==> config.mk <==
export PLATFORM = sky130hd
export DESIGN_NAME = integer_set_membership_table
export DESIGN_NICKNAME = d
export VERILOG_FILES = /design/src/rtl/core/ismt_pkg.sv /design/src/rtl/core/ismt_ctrl.sv /design/src/rtl/core/ismt_dp.sv /design/src/rtl/core/integer_set_membership_table.sv
export SDC_FILE = /design/constraint.sdc
export NUM_CORES = 1
export LEC_CHECK = 0
export BUFFER_PORTS_ARGS = -buffer_cell sky130_fd_sc_hd__buf_2
export CAP_MARGIN = 20
export CORE_MARGIN = 2
export CORE_UTILIZATION = 25
export CTS_CLUSTER_DIAMETER = 120
export DETAILED_ROUTE_END_ITERATION = 6
export HOLD_SLACK_MARGIN = 0.1
export PLACE_DENSITY_LB_ADDON = 0.25
export SLEW_MARGIN = 20
export SYNTH_ARGS = -nofsm -noshare
export SYNTH_HDL_FRONTEND = slang
export SYNTH_SLANG_ARGS = --single-unit
==> constraint.sdc <==
create_clock -name aclk -period 5.8 [get_ports aclk]
set_input_delay 0.29 -clock aclk [delete_from_list [all_inputs] [get_ports aclk]]
set_output_delay 0.29 -clock aclk [all_outputs]
set_load 0.05 [all_outputs]
==> src/rtl/core/ismt_pkg.sv <==
// Shared types and constants for the integer set membership table.
`timescale 1ns / 1ps
`default_nettype none
package ismt_pkg;

    localparam int CAPACITY_DEFAULT = 16;

    localparam logic [1:0] REQ_ADD    = 2'd0;
    localparam logic [1:0] REQ_REMOVE = 2'd1;
    localparam logic [1:0] REQ_QUERY  = 2'd2;

    typedef struct packed {
        logic [1:0]         req_type;
        logic signed [31:0] item_value;
    } in_item_t;

    typedef struct packed {
        logic       was_present;
        logic [4:0] element_count;
        logic       add_dropped;
    } out_item_t;

    typedef enum logic [1:0] {
        ST_IDLE,
        ST_MATCH,
        ST_UPDATE
    } state_t;

    typedef struct packed {
        logic capture;
        logic compare;
        logic update;
    } dp_cmd_t;

    typedef struct packed {
        logic out_free;
    } dp_status_t;

endpackage
`default_nettype wire

==> src/rtl/core/ismt_ctrl.sv <==
// Request sequencer: capture, parallel compare, then set update and result.
`timescale 1ns / 1ps
`default_nettype none
module ismt_ctrl (
    input  wire logic                aclk,
    input  wire logic                aresetn,
    input  wire logic                s_valid,
    output logic                     s_ready,
    input  wire ismt_pkg::dp_status_t status,
    output ismt_pkg::dp_cmd_t        cmd
);
    import ismt_pkg::*;

    state_t state_reg;
    state_t state_next;

    always_ff @(posedge aclk) begin
        if (!aresetn) begin
            state_reg <= ST_IDLE;
        end else begin
            state_reg <= state_next;
        end
    end

    always_comb begin
        state_next  = state_reg;
        s_ready     = 1'b0;
        cmd         = '0;
        case (state_reg)
            ST_IDLE: begin
                s_ready = 1'b1;
                if (s_valid) begin
                    cmd.capture = 1'b1;
                    state_next  = ST_MATCH;
                end
            end
            ST_MATCH: begin
                cmd.compare = 1'b1;
                state_next  = ST_UPDATE;
            end
            ST_UPDATE: begin
                // hold until the result register can take a new transaction
                if (status.out_free) begin
                    cmd.update = 1'b1;
                    state_next = ST_IDLE;
                end
            end
            default: begin
                state_next = ST_IDLE;
            end
        endcase
    end

endmodule
`default_nettype wire

==> src/rtl/core/ismt_dp.sv <==
// Slot storage, parallel match, slot allocation, count and result register.
`timescale 1ns / 1ps
`default_nettype none
module ismt_dp #(
    parameter int CAPACITY = ismt_pkg::CAPACITY_DEFAULT
) (
    input  wire logic                aclk,
    input  wire logic                aresetn,
    input  wire ismt_pkg::in_item_t  s_data,
    output logic                     m_valid,
    input  wire logic                m_ready,
    output ismt_pkg::out_item_t      m_data,
    input  wire ismt_pkg::dp_cmd_t   cmd,
    output ismt_pkg::dp_status_t     status
);
    import ismt_pkg::*;

    localparam int CW = $clog2(CAPACITY + 1);

    logic [1:0]          req_reg;
    logic [31:0]         val_reg;
    logic [CAPACITY-1:0] match_reg;
    logic [CAPACITY-1:0] free_reg;
    logic [31:0]         slot_value_reg [CAPACITY];
    logic [CAPACITY-1:0] slot_valid_reg;
    logic [CAPACITY-1:0] slot_valid_next;
    logic [CW-1:0]       count_reg;
    logic [CW-1:0]       count_next;
    logic                m_valid_reg;
    logic                m_valid_next;
    out_item_t           m_data_reg;

    logic [CAPACITY-1:0] match_next;
    logic [CAPACITY-1:0] free_onehot;
    logic [31:0]         count_wide;
    logic                present;
    logic                full;
    logic                do_add;
    logic                do_rem;

    always_comb begin
        for (int i = 0; i < CAPACITY; i++) begin
            match_next[i] = slot_valid_reg[i] && (slot_value_reg[i] == val_reg);
        end
    end

    // lowest free slot as a one-hot vector
    assign free_onehot = free_reg & (~free_reg + {{(CAPACITY-1){1'b0}}, 1'b1});
    assign present     = |match_reg;
    assign full        = ~|free_reg;
    assign do_add      = (req_reg == REQ_ADD) && !present && !full;
    assign do_rem      = (req_reg == REQ_REMOVE) && present;

    always_comb begin
        slot_valid_next = slot_valid_reg;
        count_next      = count_reg;
        if (do_add) begin
            slot_valid_next = slot_valid_reg | free_onehot;
            count_next      = count_reg + CW'(1);
        end else if (do_rem) begin
            // values are unique, so at most one match bit is set
            slot_valid_next = slot_valid_reg & ~match_reg;
            count_next      = count_reg - CW'(1);
        end
    end

    assign count_wide = 32'(count_next);

    always_comb begin
        m_valid_next = m_valid_reg;
        if (cmd.update) begin
            m_valid_next = 1'b1;
        end else if (m_ready) begin
            m_valid_next = 1'b0;
        end
    end

    always_ff @(posedge aclk) begin
        if (!aresetn) begin
            slot_valid_reg <= '0;
            count_reg      <= '0;
            m_valid_reg    <= 1'b0;
        end else begin
            m_valid_reg <= m_valid_next;
            if (cmd.update) begin
                slot_valid_reg <= slot_valid_next;
                count_reg      <= count_next;
            end
        end
    end

    always_ff @(posedge aclk) begin
        if (cmd.capture) begin
            req_reg <= s_data.req_type;
            val_reg <= s_data.item_value;
        end
        if (cmd.compare) begin
            match_reg <= match_next;
            free_reg  <= ~slot_valid_reg;
        end
        if (cmd.update) begin
            for (int i = 0; i < CAPACITY; i++) begin
                if (do_add && free_onehot[i]) begin
                    slot_value_reg[i] <= val_reg;
                end
            end
            m_data_reg.was_present   <= present;
            m_data_reg.element_count <= count_wide[4:0];
            m_data_reg.add_dropped   <= (req_reg == REQ_ADD) && !present && full;
        end
    end

    assign status.out_free = !m_valid_reg || m_ready;
    assign m_valid         = m_valid_reg;
    assign m_data          = m_data_reg;

endmodule
`default_nettype wire

==> src/rtl/core/integer_set_membership_table.sv <==
// Integer set membership table: add, remove and query over a small CAM of slots.
// Sequence: the accepted request is captured, all slots are compared in parallel,
// then slots, count and result are updated, stalling while a result is unaccepted.
// A new request is taken only after the update of the previous one, as set by the
// capture/compare/update sequence; it is taken while the previous result still waits on m_ready.
// Reset (aresetn low, synchronous): all slots invalid, count zero, no result pending.
`timescale 1ns / 1ps
`default_nettype none
module integer_set_membership_table #(
    parameter int CAPACITY = ismt_pkg::CAPACITY_DEFAULT
) (
    input  wire logic                aclk,
    input  wire logic                aresetn,
    input  wire logic                s_valid,
    output logic                     s_ready,
    input  wire ismt_pkg::in_item_t  s_data,
    output logic                     m_valid,
    input  wire logic                m_ready,
    output ismt_pkg::out_item_t      m_data
);
    import ismt_pkg::*;

    dp_cmd_t    cmd;
    dp_status_t status;

    ismt_ctrl u_ctrl (
        .aclk    (aclk),
        .aresetn (aresetn),
        .s_valid (s_valid),
        .s_ready (s_ready),
        .status  (status),
        .cmd     (cmd)
    );

    ismt_dp #(
        .CAPACITY (CAPACITY)
    ) u_dp (
        .aclk    (aclk),
        .aresetn (aresetn),
        .s_data  (s_data),
        .m_valid (m_valid),
        .m_ready (m_ready),
        .m_data  (m_data),
        .cmd     (cmd),
        .status  (status)
    );

endmodule
`default_nettype wire
# Word-level counts from Yosys, hierarchy flattened
# Memory sizes are Yosys's and may differ from the RTL's.
# Cells that the tools add are included.
# word_totals
regBits	97
latchBits	0
mem_bits_rw	512
romBits	0
input_bits	38
out_inout_bits	9
word_cells	213
n_memories	1
# mem_list
name	depth	word_bits	rd	rd_ports_with_merged_regs	write_ports	line	source
u_dp.slot_value_reg	16	32	16	0	1	ismt_dp.sv:24	logic [31:0] slot_value_reg [CAPACITY];
# op_classes
n_addsub	3
n_mul	0
div	0
n_lt_le_gt_ge	0
n_eq_ne	21
n_shift	0
mux	108
n_bitwise	6
reduce_logical	63
# ops
cell	n
$eq 32x32->1	16
$mux 32	15
$reduce_or 32->1	15
$mux 1	71
$mux 4	15
$not 16->16	3
$logic_and 1x1->1	36
$and 16x16->16	2
$mux 16	2
$reduce_or 16->1	2
$add 16x1->16 const B	1
$or 16x16->16	1
$mux 5	2
$pmux 2 s3	1
$add 5x1->5 const B	1
$sub 5x1->5 const B	1
$eq 2x1->1 const B	2
$logic_not 2->1	2
$mux 2	2
$ne 2x2->1 const B	2
$reduce_and 2->1	2
$reduce_bool 2->1	2
$logic_not 1->1	3
$eq 2x2->1 const B	1
$logic_or 1x1->1	1

# Depth between registers and ports, before layout
# depth
depth_word	24
mapped_depth	8
ltp_nobuf	6

# Cells and area by module
# From an unflattened synthesis, not the netlist that was laid out.
# hier_totals
cells_unflattened	1526
hier_area_um2	24984.0
# by_module_without_submodules
mod	n_inst	cells_per_inst	area_per_inst_um2	seq_area_each_um2
ismt_dp	1	1517	24888.9	18007.3
ismt_ctrl	1	9	95.1	40.0

# Worst setup path before layout
# OpenSTA, ideal clock, no wires.
# synth_timing
path_type	reg2reg
start	reg u_dp.match_reg[2]
end	mem u_dp.slot_value_reg[12][0], in the netlist u_dp.slot_value_reg[1][128], enable pin
setup_ns	0.504
t_arrival_ns	5.135
t_required_ns	5.296
slack_ns	0.160
path_stages_with_launch	7
path_buffers	1
period_less_slack_ns	5.640
cell_sequence	edfxtp_1 > or4_1 > nor4_4 > inv_2 > a2111o_1 > buf_2 > nor4_1
# synth_via
elab_chain_cells	24
elab_cells_between_ends	113
classes_between	mux: 78; reduce/logical: 35
# synth_rtl
element	line	source
from (decl)	ismt_dp.sv:22	logic [CAPACITY-1:0] match_reg;
from (signal assigned)	ismt_dp.sv:98	match_reg <= match_next;
$reduce_or 16->1 *	ismt_dp.sv:49	assign present = |match_reg;
named net u_dp.present	ismt_dp.sv:36	logic present;
$logic_not 1->1 *	ismt_dp.sv:51	assign do_add = (req_reg == REQ_ADD) && !present && !full;
$logic_and 1x1->1 * (2 in a row)	ismt_dp.sv:51	
$logic_and 1x1->1	ismt_dp.sv:103	if (do_add && free_onehot[i]) begin
$mux 1	ismt_dp.sv:103	
$mux 1	ismt_dp.sv:101	if (cmd.update) begin
$mux 1 (not written as such)	ismt_dp.sv:104	slot_value_reg[i] <= val_reg;
$reduce_or 32->1 (no source line)	n/a	
$mux 4 (no source line) / $mux 1 (equally long branches) (15 in a row)	n/a	
to (decl)	ismt_dp.sv:24	
# Mark *: on every way through the listed nets, which the timed path passes. The rest lies on a longest branch.

# Final worst setup path
# layout_timing
start	reg u_dp.match_reg[5]
end	mem u_dp.slot_value_reg[10][9], in the netlist u_dp.slot_value_reg[1][73], enable pin
# The elaborated chain is that of the path after synthesis.

==> flow_summary.yaml <==
route:
  routedWlPerCell_um: 21.7
  ant_nets: 0
  wl_met3_um: 2270
  drcViolationCount: 0
  met1Wirelength_um: 30400
  routed.top_layer: "met4"
  num_vias: 13071
  route.met2.wl_um: 31800
  routed_wirelength_um: 65800
  drt-pass1-iter-count: 5
  vias_per_cell: 4.30
  drtIter0Drc: 879
sta:
  fin_setup_tns_ns: 0
  hold_slack_ns: 0.202
  setup_viol: 0
  hold_viol: 0
  min_period_over_period: 0.653
  fmax_mhz: 264
  fin_worst_skew_ns: 0.0299
  rsz0062_at_grt: "false"
  slew_violations: 0
  max_slew.worst_pin.slew_ns: 1.02
  maxSlewHeadroom: 0.319
  fin_crit_ns: 3.79
global_route:
  grt_pass1_vias: 13304
  grt_max_degree: 35
  grt_use_total: 0.129
  antenna_found_initial: 3
  grt_remaining_overflow: 0
  grt_pass1_wl_um: 95100
critical_path:
  path_common_cell: "inv_2"
  crit_chain: "or4_1 > nor4_4 > inv_2 > a2111o_1 > or4_4 > inv_2"
  arrival_ns: 4.02
  cp_max_fo: 32
  required_ns: 6.03
  crit_slowest_cell: "a2111o_1"
  reg2reg_slack_ns: 2.01
  critical_path_class: "reg -> reg"
  worst_setup_path_start_kind: "flop"
  crit_path_end_kind: "flop"
  cp_slowest_stage_delay_ns: 0.69
pwr:
  pwr-share-clk: 0.444
  p_sw_uw: 2170
  p_int_uw: 7680
  p_comb_frac: 0.059
  p_leak_uw: 0.00905
  pwr-share-seq: 0.497
  ir_drop_mv: 0.195
  p_sw_frac: 0.221
  p_per_area_mw_per_mm2: 329
yosys:
  synth_nets: 1571
  netlist_top_cells_area: "edfxtp_1 71%, xnor2_1 16%, nand4_1 2.8%, xor2_1 2.3%, dfxtp_1 1.9%"
  netlist_instances: 1531
  yosys_warnings: 0
  ys_seq_elements: 609
  synth_area_leader_cell: "edfxtp_1"
  syn_area_sq_mm: 0.0249
  synth_top_area_frac: 0.705
  async_reset_ff_frac: 0
  synth_area_per_cell_sq_um: 16.3
  synth_cell_types: 45
  ys.flop_type: "edfxtp_1"
  ys_seq_area_frac: 0.724
  synth-edff-count: 585
cts:
  clock_tree.root_cell: "clkbuf_16"
  cts_buffer_depth: 3
  h-tree-depth: 3
  cts_tree: "done"
  cts.sinks: 609
  clk_pin_slew_ns: 0.07
  clk_latency_ns: 0.61
  cts_setup_buffers: 0
  cts_buffers: 72
placed_design:
  dp_hpwl_um: 39700
  place.gp.congestion: 0.759
  io_buffers: 46
final_layout:
  largest_reg_flops: 512
  layout-area-overhead-vs-synth_pct: 20.0
  nets: 1732
  layout_common_cells: "585 x edfxtp_1, 452 x xnor2_1, 112 x nand4_1"
  drive_above_1_share: 0.138
  final_common_cell: "edfxtp_1"
  fill_cells: 9706
floorplan:
  num_rows: 115
  dieArea_sq_mm: 0.102
  core_sq_mm: 0.0986
  ios: 47
  die_x_um: 320
  die_h_um: 320
  start_util: 0.253
outcome:
  status: "completed"
run:
  drv_cap: 0
min_path:
  hold_class: "in -> reg"
==> layer usage <==
layer  global-route usage  up-vias
li1                     -     5965
met1                0.172     6782
met2                0.216      234
met3               0.0194       90
met4               0.0361        0
met5                    0        -
==> synth_stat cells (all sizes together) (3+ instances only) <==
cell / count
o21ai: 3
clkbuf: 67
nor2b: 3
nor3: 10
a211oi: 3
xor2: 64
nand3b: 3
and2: 5
mux2i: 5
edfxtp: 585
and3: 6
inv: 23
xnor2: 452
or4: 5
dfxtp: 24
o211a: 13
buf: 6
nand4: 112
a22oi: 3
and4: 4
nor2: 11
nand2b: 7
nand2: 26
nor4: 55
nand3: 18
==> worst max-delay path: cells and delay by family (launching register included) <==
kind	cells	cell delay [ns]
AO/OA/AOI/OAI	1	0.69
buffers and inverters	2	0.64
flip-flops	1	0.39
AND/OR/NAND/NOR	3	1.68
==> per-stage QoR <==
step           setup slack, ns  cells   util  total power [uW]  cell area (sq um)
3_5_place_dp              2.00   2869  0.276              5560              27300
4_1_cts                   1.99   3036  0.303             10000              29900
5_1_grt                   1.87   3036  0.303             10200              29900
2_1_floorplan            0.160   1531      -              5290              24900
6_report                  2.01   3038  0.303              9850              29900
3_3_place_gp              1.66   2868  0.276              5550              27200
==> path summary, 6_finish.rpt <==
kind / startpoint / to / cells past startpoint
max: u_dp.match_reg[5] / u_dp.slot_value_reg[1][73] / 6
min: aresetn / u_dp.slot_valid_reg[9] / 2
max reg2reg: u_dp.match_reg[5] / u_dp.slot_value_reg[1][73] / 6
min reg2reg: u_dp.match_reg[11] / u_dp.slot_valid_reg[11] / 1
==> power by group through the flow <==
| stage | registers [uW] | logic (uW) | clock network, uW |
|---|---|---|---|
| after floorplan | 4990 | 302 | 0 |
| after global placement | 4990 | 562 | 0 |
| final | 4890 | 578 | 4380 |
| after detailed placement | 4990 | 575 | 0 |
| after CTS | 4890 | 596 | 4510 |
| after global routing | 4890 | 627 | 4670 |
==> area by class of cell <==
class,instances,area (sq um),area share
well taps,1287,1610,0.0539
clock buffers,99,2020,0.0675
diodes,2,5.00,0.000167
clock inverters,32,258,0.00862
repair buffers,160,1300,0.0434
inverters,23,86.3,0.00289
flip-flops and latches,609,18000,0.604
multi-input cells,826,6570,0.220
==> logic make-up (layout without fill, tap and decap cells) <==
group | after synthesis | count (layout) | synth area share
AO/OA/AOI/OAI | 32 | 32 | 0.0113
XOR/XNOR | 516 | 516 | 0.181
adder cells (fa/ha/maj) | 2 | 2 | 0.00100
buffers and inverters | 96 | 314 | 0.0146
flip-flops | 609 | 609 | 0.724
multiplexers | 6 | 6 | 0.00246
other | 0 | 2 | 0
AND/OR/NAND/NOR | 270 | 270 | 0.0648
==> what timing repair did <==
action	4_1_cts	5_1_grt
endpoints found under the hold margin	36	0
hold buffers	36	0
gates resized for setup	0	0
setup endpoints to repair	0	0
No activity file was read; power rests on OpenSTA's default activity.
